===== config.mk =====
export PLATFORM = sky130hd
export DESIGN_NAME = lidar_scan_packet_decoder_flat
export DESIGN_NICKNAME = d
export VERILOG_FILES = /design/src/sv/lsd_pkg.sv /design/src/sv/lsd_ifs.sv /design/src/sv/lsd_front.sv /design/src/sv/lsd_queue.sv /design/src/sv/lsd_back.sv /design/src/sv/lidar_scan_packet_decoder.sv /design/src/flat_wrapper.sv
export SDC_FILE = /design/constraint.sdc
export NUM_CORES = 2
export LEC_CHECK = 0
export BUFFER_PORTS_ARGS = -buffer_cell sky130_fd_sc_hd__buf_2
export CAP_MARGIN = 20
export CELL_PAD_IN_SITES_DETAIL_PLACEMENT = 0
export CELL_PAD_IN_SITES_GLOBAL_PLACEMENT = 2
export CORE_ASPECT_RATIO = 1.25
export CORE_UTILIZATION = 53
export CTS_BUF_LIST = sky130_fd_sc_hd__clkbuf_4 sky130_fd_sc_hd__clkbuf_8
export DETAILED_ROUTE_END_ITERATION = 10
export HOLD_SLACK_MARGIN = 0.05
export PLACE_DENSITY_LB_ADDON = 0.25
export SETUP_SLACK_MARGIN = 0.4
export SLEW_MARGIN = 0
export SYNTH_ARGS = -nofsm -noshare
export SYNTH_HDL_FRONTEND = slang
export SYNTH_SLANG_ARGS = --single-unit

===== constraint.sdc =====
create_clock -name clk -period 10 [get_ports clk]
set_input_delay 1.5 -clock clk [delete_from_list [all_inputs] [get_ports clk]]
set_output_delay 1.5 -clock clk [all_outputs]
set_load 0.005 [all_outputs]

===== src/sv/lsd_pkg.sv =====
// shared types and constants of the scan packet decoder
`default_nettype none

package lsd_pkg;

    localparam int POINTS_DEF   = 12;
    localparam int BYTES_DEF    = 47;
    localparam int BYTES_MAX    = 59;
    localparam int STORE_IDX_W  = $clog2(BYTES_MAX);
    localparam int QUEUE_DEPTH  = 2;

    localparam logic [7:0] HEADER_BYTE = 8'h54;
    localparam logic [7:0] LENGTH_BYTE = 8'h2C;

    localparam logic signed [19:0] FULL_TURN = 20'sd36000;

    // configuration register indexes
    localparam logic [1:0] REG_MIN_DISTANCE = 2'd0;
    localparam logic [1:0] REG_MAX_DISTANCE = 2'd1;
    localparam logic [1:0] REG_MIN_QUALITY  = 2'd2;
    localparam logic [1:0] REG_ANGLE_OFFSET = 2'd3;

    typedef struct packed {
        logic [15:0] min_distance;
        logic [15:0] max_distance;
        logic [7:0]  min_quality;
        logic [15:0] angle_offset;
    } cfg_t;

    // packet buffer handle: one of two banks
    typedef struct packed {
        logic valid;
        logic bank;
    } pkt_cmd_t;

    typedef struct packed {
        logic                   bank;
        logic [STORE_IDX_W-1:0] idx;
    } rd_req_t;

endpackage

`default_nettype wire


===== src/sv/lsd_ifs.sv =====
// item channels of the scan packet decoder
`default_nettype none

interface lsd_byte_if;
    logic       valid;
    logic       ready;
    logic [7:0] rx_byte;

    modport source (output valid, output rx_byte, input ready);
    modport sink   (input valid, input rx_byte, output ready);
endinterface

interface lsd_point_if;
    logic        valid;
    logic        ready;
    logic [15:0] point_angle;
    logic [15:0] point_distance;
    logic [7:0]  point_confidence;
    logic [3:0]  point_index;
    logic        in_range;
    logic [15:0] rotation_speed;
    logic [15:0] packet_time;
    logic        last_point;

    modport source (
        output valid, input ready,
        output point_angle, output point_distance, output point_confidence,
        output point_index, output in_range, output rotation_speed,
        output packet_time, output last_point
    );
    modport sink (
        input valid, output ready,
        input point_angle, input point_distance, input point_confidence,
        input point_index, input in_range, input rotation_speed,
        input packet_time, input last_point
    );
endinterface

`default_nettype wire


===== src/sv/lsd_front.sv =====
// byte collector: header hunt, packet framing and double-banked packet buffer
`default_nettype none

module lsd_front
    import lsd_pkg::*;
#(
    parameter int PACKET_BYTES = BYTES_DEF
)(
    input  wire logic     clk,
    input  wire logic     rst_n,
    lsd_byte_if.sink      rx,
    output pkt_cmd_t      push,
    input  wire pkt_cmd_t done,
    input  wire rd_req_t  rd_req,
    output logic [7:0]    rd_data
);

    localparam logic [STORE_IDX_W-1:0] LAST_IDX = STORE_IDX_W'(PACKET_BYTES - 1);
    localparam logic [STORE_IDX_W-1:0] LEN_IDX  = STORE_IDX_W'(1);

    logic [STORE_IDX_W-1:0] count_reg, count_next;
    logic                   bank_reg, bank_next;
    logic [1:0]             busy_reg, busy_next;
    logic                   accept;
    logic                   wr_en;

    logic [7:0] store_mem [0:2**(STORE_IDX_W+1)-1];

    assign rx.ready = ~busy_reg[bank_reg];
    assign accept   = rx.valid & rx.ready;

    always_comb
    begin
        count_next = count_reg;
        bank_next  = bank_reg;
        busy_next  = busy_reg;
        wr_en      = 1'b0;
        push       = '0;
        if (done.valid)
        begin
            busy_next[done.bank] = 1'b0;
        end
        if (accept)
        begin
            if (count_reg == '0)
            begin
                if (rx.rx_byte == HEADER_BYTE)
                begin
                    wr_en      = 1'b1;
                    count_next = LEN_IDX;
                end
            end
            else
            begin
                wr_en = 1'b1;
                if (count_reg == LEN_IDX && rx.rx_byte != LENGTH_BYTE)
                begin
                    count_next = '0;
                end
                else if (count_reg == LAST_IDX)
                begin
                    // packet complete: hand the bank to the back end
                    count_next          = '0;
                    push.valid          = 1'b1;
                    push.bank           = bank_reg;
                    busy_next[bank_reg] = 1'b1;
                    bank_next           = ~bank_reg;
                end
                else
                begin
                    count_next = count_reg + STORE_IDX_W'(1);
                end
            end
        end
    end

    always_ff @(posedge clk or negedge rst_n)
    begin
        if (!rst_n)
        begin
            count_reg <= '0;
            bank_reg  <= 1'b0;
            busy_reg  <= '0;
        end
        else
        begin
            count_reg <= count_next;
            bank_reg  <= bank_next;
            busy_reg  <= busy_next;
        end
    end

    always_ff @(posedge clk)
    begin
        if (wr_en)
        begin
            store_mem[{bank_reg, count_reg}] <= rx.rx_byte;
        end
        rd_data <= store_mem[{rd_req.bank, rd_req.idx}];
    end

endmodule

`default_nettype wire


===== src/sv/lsd_queue.sv =====
// short queue of finished packet banks between front and back end
`default_nettype none

module lsd_queue
    import lsd_pkg::*;
(
    input  wire logic     clk,
    input  wire logic     rst_n,
    input  wire pkt_cmd_t push,
    input  wire logic     pop,
    output pkt_cmd_t      head
);

    localparam int QP_W = $clog2(QUEUE_DEPTH);

    logic            slot_reg [0:QUEUE_DEPTH-1];
    logic [QP_W-1:0] wr_ptr_reg, wr_ptr_next;
    logic [QP_W-1:0] rd_ptr_reg, rd_ptr_next;
    logic [QP_W:0]   fill_reg, fill_next;
    logic            do_pop;

    assign head.valid = (fill_reg != '0);
    assign head.bank  = slot_reg[rd_ptr_reg];
    assign do_pop     = pop & head.valid;

    always_comb
    begin
        wr_ptr_next = wr_ptr_reg;
        rd_ptr_next = rd_ptr_reg;
        fill_next   = fill_reg;
        if (push.valid)
        begin
            wr_ptr_next = wr_ptr_reg + QP_W'(1);
        end
        if (do_pop)
        begin
            rd_ptr_next = rd_ptr_reg + QP_W'(1);
        end
        if (push.valid && !do_pop)
        begin
            fill_next = fill_reg + (QP_W+1)'(1);
        end
        else if (!push.valid && do_pop)
        begin
            fill_next = fill_reg - (QP_W+1)'(1);
        end
    end

    always_ff @(posedge clk or negedge rst_n)
    begin
        if (!rst_n)
        begin
            wr_ptr_reg <= '0;
            rd_ptr_reg <= '0;
            fill_reg   <= '0;
        end
        else
        begin
            wr_ptr_reg <= wr_ptr_next;
            rd_ptr_reg <= rd_ptr_next;
            fill_reg   <= fill_next;
        end
    end

    always_ff @(posedge clk)
    begin
        if (push.valid)
        begin
            slot_reg[wr_ptr_reg] <= push.bank;
        end
    end

endmodule

`default_nettype wire


===== src/sv/lsd_back.sv =====
// point sequencer: header fetch, angle step divider and point emission
`default_nettype none

module lsd_back
    import lsd_pkg::*;
#(
    parameter int POINTS_PER_PACKET = POINTS_DEF,
    parameter int PACKET_BYTES      = BYTES_DEF
)(
    input  wire logic     clk,
    input  wire logic     rst_n,
    input  wire cfg_t     cfg,
    input  wire pkt_cmd_t head,
    output logic          pop,
    output pkt_cmd_t      done,
    output rd_req_t       rd_req,
    input  wire logic [7:0] rd_data,
    lsd_point_if.source   points
);

    localparam int PT_W     = $clog2(POINTS_PER_PACKET);
    localparam int IW       = STORE_IDX_W;
    localparam int RECIP_SH = 20;

    // ceil(2^20 / (points - 1)), exact for every 16-bit span and divisor up to 15
    localparam logic [RECIP_SH:0] RECIP =
        (RECIP_SH+1)'(((1 << RECIP_SH) + POINTS_PER_PACKET - 2) / (POINTS_PER_PACKET - 1));
    localparam logic [PT_W-1:0] LAST_PT  = PT_W'(POINTS_PER_PACKET - 1);
    localparam logic [IW-1:0]   STORE_SZ = IW'(PACKET_BYTES);
    localparam logic [IW-1:0]   FIRST_PT = IW'(6);

    localparam logic [2:0] ST_IDLE   = 3'd0;
    localparam logic [2:0] ST_HDR    = 3'd1;
    localparam logic [2:0] ST_PREP   = 3'd2;
    localparam logic [2:0] ST_DIV    = 3'd3;
    localparam logic [2:0] ST_PFETCH = 3'd4;
    localparam logic [2:0] ST_EMIT   = 3'd5;

    // fetch tags, the header ones in fetch order
    localparam logic [3:0] TAG_SPD_L = 4'd0;
    localparam logic [3:0] TAG_SPD_H = 4'd1;
    localparam logic [3:0] TAG_STA_L = 4'd2;
    localparam logic [3:0] TAG_STA_H = 4'd3;
    localparam logic [3:0] TAG_END_L = 4'd4;
    localparam logic [3:0] TAG_END_H = 4'd5;
    localparam logic [3:0] TAG_TIM_L = 4'd6;
    localparam logic [3:0] TAG_TIM_H = 4'd7;
    localparam logic [3:0] TAG_DST_L = 4'd8;
    localparam logic [3:0] TAG_DST_H = 4'd9;
    localparam logic [3:0] TAG_CONF  = 4'd10;
    localparam logic [3:0] HDR_FETCHES = 4'd8;
    localparam logic [3:0] PT_FETCHES  = 4'd3;

    logic [2:0]      state_reg, state_next;
    logic            bank_reg, bank_next;
    logic [3:0]      fetch_k_reg, fetch_k_next;
    logic [IW-1:0]   rd_idx_reg, rd_idx_next;
    logic [3:0]      rd_tag_reg, rd_tag_next;
    logic            rd_go_reg, rd_go_next;
    logic [3:0]      dat_tag_reg;
    logic            dat_go_reg;
    logic            dat_zero_reg;

    logic [15:0]     speed_reg, start_reg, end_reg, stamp_reg, dist_reg;
    logic [7:0]      conf_reg;

    logic [15:0]     quo_reg, quo_next;
    logic            neg_reg, neg_next;
    logic signed [19:0] acc_reg, acc_next;
    logic [PT_W-1:0] pt_reg, pt_next;
    logic [IW-1:0]   pbase_reg, pbase_next;

    logic            out_valid_reg, out_valid_next;
    logic            out_load;
    logic [15:0]     angle_reg, odist_reg, ospeed_reg, ostamp_reg;
    logic [7:0]      oconf_reg;
    logic [3:0]      oindex_reg;
    logic            orange_reg, olast_reg;

    logic [7:0]         cap_byte;
    logic [IW-1:0]      hdr_idx;
    logic signed [17:0] diff;
    logic [17:0]        diff_mag;
    logic [RECIP_SH+16:0] quo_prod;
    logic signed [19:0] step;
    logic signed [19:0] raw_red;
    logic signed [19:0] ang;
    logic [15:0]        ang_sat;
    logic               in_range_w;

    assign cap_byte = dat_zero_reg ? 8'h00 : rd_data;

    assign rd_req.bank = bank_reg;
    assign rd_req.idx  = rd_idx_reg;

    always_comb
    begin
        case (fetch_k_reg)
            TAG_SPD_L: hdr_idx = IW'(2);
            TAG_SPD_H: hdr_idx = IW'(3);
            TAG_STA_L: hdr_idx = IW'(4);
            TAG_STA_H: hdr_idx = IW'(5);
            TAG_END_L: hdr_idx = IW'(PACKET_BYTES - 5);
            TAG_END_H: hdr_idx = IW'(PACKET_BYTES - 4);
            TAG_TIM_L: hdr_idx = IW'(PACKET_BYTES - 3);
            default:   hdr_idx = IW'(PACKET_BYTES - 2);
        endcase
    end

    // angle span of the packet, wrapped when the end angle is not above the start
    always_comb
    begin
        if (end_reg > start_reg)
        begin
            diff = $signed({2'b00, end_reg}) - $signed({2'b00, start_reg});
        end
        else
        begin
            diff = $signed({2'b00, end_reg}) + 18'sd36000 - $signed({2'b00, start_reg});
        end
        diff_mag = diff[17] ? 18'(-diff) : 18'(diff);
    end

    assign quo_prod = (RECIP_SH+17)'(quo_reg) * (RECIP_SH+17)'(RECIP);
    assign step     = neg_reg ? -$signed({4'b0000, quo_reg}) : $signed({4'b0000, quo_reg});

    always_comb
    begin
        raw_red = (acc_reg > FULL_TURN) ? (acc_reg - FULL_TURN) : acc_reg;
        ang     = FULL_TURN - raw_red;
        if (ang < 20'sd0)
        begin
            ang_sat = 16'd0;
        end
        else if (ang > FULL_TURN)
        begin
            ang_sat = 16'(FULL_TURN);
        end
        else
        begin
            ang_sat = ang[15:0];
        end
    end

    assign in_range_w = (dist_reg >= cfg.min_distance) && (dist_reg <= cfg.max_distance)
                        && (conf_reg >= cfg.min_quality);

    always_comb
    begin
        state_next     = state_reg;
        bank_next      = bank_reg;
        fetch_k_next   = fetch_k_reg;
        rd_idx_next    = rd_idx_reg;
        rd_tag_next    = rd_tag_reg;
        rd_go_next     = 1'b0;
        quo_next       = quo_reg;
        neg_next       = neg_reg;
        acc_next       = acc_reg;
        pt_next        = pt_reg;
        pbase_next     = pbase_reg;
        out_valid_next = out_valid_reg & ~points.ready;
        out_load       = 1'b0;
        pop            = 1'b0;
        done           = '0;
        case (state_reg)
            ST_IDLE:
            begin
                if (head.valid)
                begin
                    pop          = 1'b1;
                    bank_next    = head.bank;
                    fetch_k_next = '0;
                    state_next   = ST_HDR;
                end
            end
            ST_HDR:
            begin
                if (fetch_k_reg < HDR_FETCHES)
                begin
                    rd_go_next   = 1'b1;
                    rd_idx_next  = hdr_idx;
                    rd_tag_next  = fetch_k_reg;
                    fetch_k_next = fetch_k_reg + 4'd1;
                end
                if (dat_go_reg && dat_tag_reg == TAG_TIM_H)
                begin
                    state_next = ST_PREP;
                end
            end
            ST_PREP:
            begin
                quo_next     = diff_mag[15:0];
                neg_next     = diff[17];
                acc_next     = $signed({4'b0000, start_reg})
                               + $signed({4'b0000, cfg.angle_offset});
                state_next   = ST_DIV;
            end
            ST_DIV:
            begin
                // step magnitude as a multiply by the reciprocal of points - 1
                quo_next     = quo_prod[RECIP_SH+15:RECIP_SH];
                pt_next      = '0;
                pbase_next   = FIRST_PT;
                fetch_k_next = '0;
                state_next   = ST_PFETCH;
            end
            ST_PFETCH:
            begin
                if (fetch_k_reg < PT_FETCHES)
                begin
                    rd_go_next   = 1'b1;
                    rd_idx_next  = pbase_reg + IW'(fetch_k_reg);
                    rd_tag_next  = TAG_DST_L + fetch_k_reg;
                    fetch_k_next = fetch_k_reg + 4'd1;
                end
                if (dat_go_reg && dat_tag_reg == TAG_CONF)
                begin
                    state_next = ST_EMIT;
                end
            end
            ST_EMIT:
            begin
                if (!out_valid_reg || points.ready)
                begin
                    out_load       = 1'b1;
                    out_valid_next = 1'b1;
                    acc_next       = acc_reg + step;
                    pt_next        = pt_reg + PT_W'(1);
                    pbase_next     = pbase_reg + IW'(3);
                    fetch_k_next   = '0;
                    if (pt_reg == LAST_PT)
                    begin
                        done.valid = 1'b1;
                        done.bank  = bank_reg;
                        state_next = ST_IDLE;
                    end
                    else
                    begin
                        state_next = ST_PFETCH;
                    end
                end
            end
            default:
            begin
                state_next = ST_IDLE;
            end
        endcase
    end

    always_ff @(posedge clk or negedge rst_n)
    begin
        if (!rst_n)
        begin
            state_reg     <= ST_IDLE;
            fetch_k_reg   <= '0;
            rd_go_reg     <= 1'b0;
            dat_go_reg    <= 1'b0;
            out_valid_reg <= 1'b0;
        end
        else
        begin
            state_reg     <= state_next;
            fetch_k_reg   <= fetch_k_next;
            rd_go_reg     <= rd_go_next;
            dat_go_reg    <= rd_go_reg;
            out_valid_reg <= out_valid_next;
        end
    end

    always_ff @(posedge clk)
    begin
        bank_reg     <= bank_next;
        rd_idx_reg   <= rd_idx_next;
        rd_tag_reg   <= rd_tag_next;
        dat_tag_reg  <= rd_tag_reg;
        // bytes past the end of the packet read as zero
        dat_zero_reg <= (rd_idx_reg >= STORE_SZ);
        quo_reg      <= quo_next;
        neg_reg      <= neg_next;
        acc_reg      <= acc_next;
        pt_reg       <= pt_next;
        pbase_reg    <= pbase_next;
        if (dat_go_reg)
        begin
            case (dat_tag_reg)
                TAG_SPD_L: speed_reg[7:0]  <= cap_byte;
                TAG_SPD_H: speed_reg[15:8] <= cap_byte;
                TAG_STA_L: start_reg[7:0]  <= cap_byte;
                TAG_STA_H: start_reg[15:8] <= cap_byte;
                TAG_END_L: end_reg[7:0]    <= cap_byte;
                TAG_END_H: end_reg[15:8]   <= cap_byte;
                TAG_TIM_L: stamp_reg[7:0]  <= cap_byte;
                TAG_TIM_H: stamp_reg[15:8] <= cap_byte;
                TAG_DST_L: dist_reg[7:0]   <= cap_byte;
                TAG_DST_H: dist_reg[15:8]  <= cap_byte;
                TAG_CONF:  conf_reg        <= cap_byte;
                default:   conf_reg        <= conf_reg;
            endcase
        end
        if (out_load)
        begin
            angle_reg  <= ang_sat;
            odist_reg  <= dist_reg;
            oconf_reg  <= conf_reg;
            oindex_reg <= 4'(pt_reg);
            orange_reg <= in_range_w;
            ospeed_reg <= speed_reg;
            ostamp_reg <= stamp_reg;
            olast_reg  <= (pt_reg == LAST_PT);
        end
    end

    assign points.valid            = out_valid_reg;
    assign points.point_angle      = angle_reg;
    assign points.point_distance   = odist_reg;
    assign points.point_confidence = oconf_reg;
    assign points.point_index      = oindex_reg;
    assign points.in_range         = orange_reg;
    assign points.rotation_speed   = ospeed_reg;
    assign points.packet_time      = ostamp_reg;
    assign points.last_point       = olast_reg;

endmodule

`default_nettype wire


===== src/sv/lidar_scan_packet_decoder.sv =====
// top level of the scan packet decoder with its configuration registers
//
// Received bytes enter on rx, one per item, and are taken in one cycle each as long as one
// of the two packet buffer banks is free; bytes are dropped until the header byte 0x54
// appears, and a second byte other than 0x2C sends the decoder back to hunting. When the
// last byte of a packet arrives, the bank is queued for the point sequencer, which reads
// the header fields, gets the angle step from a reciprocal multiply, and then fetches three
// buffer bytes per point before it emits that point; emission waits while points is stalled.
// Input stalls only while both banks hold packets whose points are not all emitted yet.
// The packet checksum is not checked.
`default_nettype none

module lidar_scan_packet_decoder
    import lsd_pkg::*;
#(
    parameter int POINTS_PER_PACKET = POINTS_DEF,
    parameter int PACKET_BYTES      = BYTES_DEF
)(
    input  wire logic        clk,
    input  wire logic        rst_n,
    lsd_byte_if.sink         rx,
    lsd_point_if.source      points,
    input  wire logic        cfg_write,
    input  wire logic [1:0]  cfg_index,
    input  wire logic [15:0] cfg_data
);

    cfg_t     cfg_reg, cfg_next;
    pkt_cmd_t push;
    pkt_cmd_t head;
    pkt_cmd_t done;
    logic     pop;
    rd_req_t  rd_req;
    logic [7:0] rd_data;

    always_comb
    begin
        cfg_next = cfg_reg;
        if (cfg_write)
        begin
            case (cfg_index)
                REG_MIN_DISTANCE: cfg_next.min_distance = cfg_data;
                REG_MAX_DISTANCE: cfg_next.max_distance = cfg_data;
                REG_MIN_QUALITY:  cfg_next.min_quality  = cfg_data[7:0];
                REG_ANGLE_OFFSET: cfg_next.angle_offset = cfg_data;
                default:          cfg_next = cfg_reg;
            endcase
        end
    end

    always_ff @(posedge clk or negedge rst_n)
    begin
        if (!rst_n)
        begin
            cfg_reg.min_distance <= 16'd50;
            cfg_reg.max_distance <= 16'd2500;
            cfg_reg.min_quality  <= 8'd200;
            cfg_reg.angle_offset <= 16'd0;
        end
        else
        begin
            cfg_reg <= cfg_next;
        end
    end

    lsd_front #(
        .PACKET_BYTES (PACKET_BYTES)
    ) u_front (
        .clk     (clk),
        .rst_n   (rst_n),
        .rx      (rx),
        .push    (push),
        .done    (done),
        .rd_req  (rd_req),
        .rd_data (rd_data)
    );

    lsd_queue u_queue (
        .clk   (clk),
        .rst_n (rst_n),
        .push  (push),
        .pop   (pop),
        .head  (head)
    );

    lsd_back #(
        .POINTS_PER_PACKET (POINTS_PER_PACKET),
        .PACKET_BYTES      (PACKET_BYTES)
    ) u_back (
        .clk     (clk),
        .rst_n   (rst_n),
        .cfg     (cfg_reg),
        .head    (head),
        .pop     (pop),
        .done    (done),
        .rd_req  (rd_req),
        .rd_data (rd_data),
        .points  (points)
    );

endmodule

`default_nettype wire


===== src/flat_wrapper.sv =====
// flat-port wrapper written by rule: the top's interface ports become plain ports
module lidar_scan_packet_decoder_flat import lsd_pkg::*;
#(
    parameter int POINTS_PER_PACKET = POINTS_DEF,
    parameter int PACKET_BYTES      = BYTES_DEF
)
  (clk, rst_n, cfg_write, cfg_index, cfg_data, rx_valid, rx_rx_byte, rx_ready, points_valid, points_ready, points_point_angle, points_point_distance, points_point_confidence, points_point_index, points_in_range, points_rotation_speed, points_packet_time, points_last_point);
  lsd_byte_if rx_i ();
  lsd_point_if points_i ();
  input  wire logic clk;
  input  wire logic rst_n;
  input  wire logic cfg_write;
  input  wire logic [1:0] cfg_index;
  input  wire logic [15:0] cfg_data;
  input wire logic [$bits(rx_i.valid)-1:0] rx_valid;
  input wire logic [$bits(rx_i.rx_byte)-1:0] rx_rx_byte;
  output wire logic [$bits(rx_i.ready)-1:0] rx_ready;
  output wire logic [$bits(points_i.valid)-1:0] points_valid;
  input wire logic [$bits(points_i.ready)-1:0] points_ready;
  output wire logic [$bits(points_i.point_angle)-1:0] points_point_angle;
  output wire logic [$bits(points_i.point_distance)-1:0] points_point_distance;
  output wire logic [$bits(points_i.point_confidence)-1:0] points_point_confidence;
  output wire logic [$bits(points_i.point_index)-1:0] points_point_index;
  output wire logic [$bits(points_i.in_range)-1:0] points_in_range;
  output wire logic [$bits(points_i.rotation_speed)-1:0] points_rotation_speed;
  output wire logic [$bits(points_i.packet_time)-1:0] points_packet_time;
  output wire logic [$bits(points_i.last_point)-1:0] points_last_point;
  assign rx_i.valid = rx_valid;
  assign rx_i.rx_byte = rx_rx_byte;
  assign rx_ready = rx_i.ready;
  assign points_valid = points_i.valid;
  assign points_i.ready = points_ready;
  assign points_point_angle = points_i.point_angle;
  assign points_point_distance = points_i.point_distance;
  assign points_point_confidence = points_i.point_confidence;
  assign points_point_index = points_i.point_index;
  assign points_in_range = points_i.in_range;
  assign points_rotation_speed = points_i.rotation_speed;
  assign points_packet_time = points_i.packet_time;
  assign points_last_point = points_i.last_point;
  lidar_scan_packet_decoder #(.POINTS_PER_PACKET(POINTS_PER_PACKET), .PACKET_BYTES(PACKET_BYTES)) u_core (.clk(clk), .rst_n(rst_n), .rx(rx_i), .points(points_i), .cfg_write(cfg_write), .cfg_index(cfg_index), .cfg_data(cfg_data));
endmodule

==> flow_summary.ini <==
[clock_network]
postCtsSetupBuffers = 0
post_cts_resized = 0
cts_sinks = 1342
htreeDepth = 4
cts.clk_slew.worst_paths_ns = 0.06
cts_made_buffers = 200
root_buffer = clkbuf_8
cts_tree = done
cts_hold_buf = 0
clk_latency_ns = 0.90
clockBufferDepth = 3

[worst_setup_path]
critPathLaunch = u_core.u_back.quo_reg[10]
arrival_ns = 7.55
cp.required_ns = 10.63
r2r-end = u_core.u_back.quo_reg[11]
cp-end-kind = flip-flop
worstRegToRegCells = 18
worst-setup-path-type = flip-flop to flip-flop
r2r_start = u_core.u_back.quo_reg[10]
crit_path_max_fanout = 11
crit_path_start_kind = flip-flop
reg2reg_setup_slack_ns = 3.08

[finish]
fin_util_pct = 59.3
largest_reg_flops = 1024
drive_gt1_share_pct = 20.2
stdcell_count = 5879
syn_to_final_growth_pct = 10.6
final_net_count = 4584

[synthesis]
synth_common_cells = edfxtp_1, inv_1, ha_1
ys_types = 90
synthCells = 3913
synth.most_common_cell = edfxtp_1
synth_area_sq_um = 62700
avgSynthCellArea_sq_um = 16.0
synth_area_leaders = edfxtp_1, mux4_2, ha_1
synth_warnings = 0
synth_top_area_share_pct = 59.9
ys_seq_elements = 1342
syn-num-nets = 4343
synth-edff-count = 1250
synthArstFlopShare_pct = 5.89
yosysSeqAreaShare_pct = 63.5
synth_largest_area_cell = edfxtp_1
synth-main-ff-cell = edfxtp_1

[worst_hold_path]
hold_class = flip-flop to flip-flop
hold_path_depth = 0
min_from = u_core.u_back.rd_tag_reg[0]
hold_path_end = u_core.u_back.dat_tag_reg[0]

[die]
pin_count = 111
die_area_sq_um = 120000
fp.dieW_um = 310
row_count = 140
coreArea_sq_um = 117000
initial_core_util_pct = 53.6
die_h_um = 386

[run_status]
status = finished clean

[drt]
via_count = 34000
firstDrtPassIters = 5
routed_via_density = 5.79
wirelength_mm = 145
route.detailed.drc = 0
postRouteAntennaNets = 0
drt_iter0_drc = 2537
wl_per_cell_um = 24.7

[placed_design]
hpwl_mm = 97.3
port_buffers = 110
pre_cts_ws_ns = 3.08
gp_congestion = 0.831
placed_cells = 5514

[global_route]
grt_antenna_before_repair = 4
grt_max_degree = 101
grt.overflow.total = 0
grt_pass1_vias = 35400
grt_pass1_wl_mm = 219
grtUsageTotal_pct = 24.9

[sta]
period_needed_ns = 6.92
fmax_ghz = 0.145
layout_setup_ws_ns = 3.08
timing_hold_violations_final = 0
skew_ns = 0.0416
setup_tns_ns = 0
rsz0062_at_grt = false
hold_ws_ns = 0.332
setup_violations = 0
maxSlewHeadroom_pct = 22.7
worst_pin_slew_ns = 1.14
slew_viol_final = 0
fin_crit_sh_pct = 69.2

[power_and_ir_drop]
peakVddDrop_mv = 0.192
power.density_nw_per_um2 = 242
power.leakage_nw = 25.1

[job]
cap_violations = 0
## where the power goes
group | internal [W] | total (W) | switching (W)
registers | 0.00663 | 0.00687 | 0.000242
logic | 0.00222 | 0.00535 | 0.00313
clock network | 0.00246 | 0.00455 | 0.00209
## metrics by stage
| step | cell area (sq um) | power [W] |
|---|---|---|
| CTS | 69300 | 0.0170 |
| global placement | 65200 | 0.0124 |
| detailed placement | 65200 | 0.0124 |
| floorplan | 62700 | 0.0105 |
| global route | 69300 | 0.0175 |
| finish | 69300 | 0.0168 |
## how the worst max path moves through the flow
stage | slack (ns) | to
5_1_grt | 2.69 | u_core.u_back.quo_reg[11]
3_5_place_dp | 3.08 | u_core.u_back.quo_reg[11]
2_1_floorplan | 3.75 | u_core.u_back.quo_reg[11]
6_report | 3.08 | u_core.u_back.quo_reg[11]
4_1_cts | 3.06 | u_core.u_back.quo_reg[11]
3_3_place_gp | 3.10 | u_core.u_back.quo_reg[11]
## final cells by class
cell class	instances	area, sq um
multi-input cells	2122	21200
clock buffers	285	3480
clock inverters	78	641
diodes	2	5.00
flip-flops and latches	1342	39800
inverters	319	1200
fillers	8958	47500
repair buffers	169	1060
well taps	1562	1950
## per-layer routing
layer | routed length [um] | track usage (%) | vias to the layer above
li1 | - | - | 15500
met2 | 77600 | 44.2 | 904
met4 | 4630 | 8.67 | 0
met3 | 6870 | 3.76 | 235
met5 | 0 | 0 | -
met1 | 56000 | 30.8 | 17400
## cells in the final DEF, fill, tap and decap left out, types with 9 or more instances in the layout
master	Yosys	layout
a21o_1	36	36
mux2_2	50	50
nand4_1	9	9
fa_1	113	113
inv_1	318	317
o21a_1	16	16
a21oi_1	115	115
dfxtp_1	13	13
buf_2	17	102
and2_1	13	13
nand3_1	45	45
xor2_1	48	48
dfstp_2	11	11
o21ai_0	110	109
o22ai_1	17	17
nor2b_1	42	40
buf_4	1	63
ha_1	286	286
nand2b_1	27	27
a211oi_1	18	18
mux4_2	279	279
clkinv_2	0	19
o221ai_1	20	20
clkbuf_4	0	71
and3_1	17	17
xnor2_1	73	73
or3_1	16	16
o31ai_1	17	17
edfxtp_1	1250	1250
nor2_1	270	270
mux2i_1	86	86
clkbuf_8	0	214
nor4_1	11	11
nand2_1	169	169
nor3_1	39	38
dfrtp_1	68	68
clkinv_1	1	40
a31oi_1	22	22
## cell families after synthesis
| logic type | Yosys count | share of synthesized area (%) |
|---|---|---|
| DFF | 1342 | 63.5 |
| and+or+nand+nor | 711 | 5.41 |
| AOI/OAI and AO/OA | 475 | 5.01 |
| buffers and inverters | 449 | 2.73 |
| muxes | 416 | 12.3 |
| adders and majority gates | 399 | 9.32 |
| xor gates and xnor gates | 121 | 1.69 |
## critical path, stage by stage (launching register included)
cell and delay (ns):
edfxtp_1 0.79, fa_1 0.54, ha_1 0.31, ha_1 0.29
inv_1 0.07, fa_1 0.44, fa_1 0.54, inv_1 0.05
fa_1 0.47, ha_1 0.32, a2111oi_0 0.55, o211ai_1 0.17
a311o_1 0.44, a221oi_2 0.36, a21oi_1 0.23, a221o_1 0.40
a21o_1 0.22, a211o_1 0.30, a22o_1 0.17
Note: power is estimated with default switching activity, not from simulation.
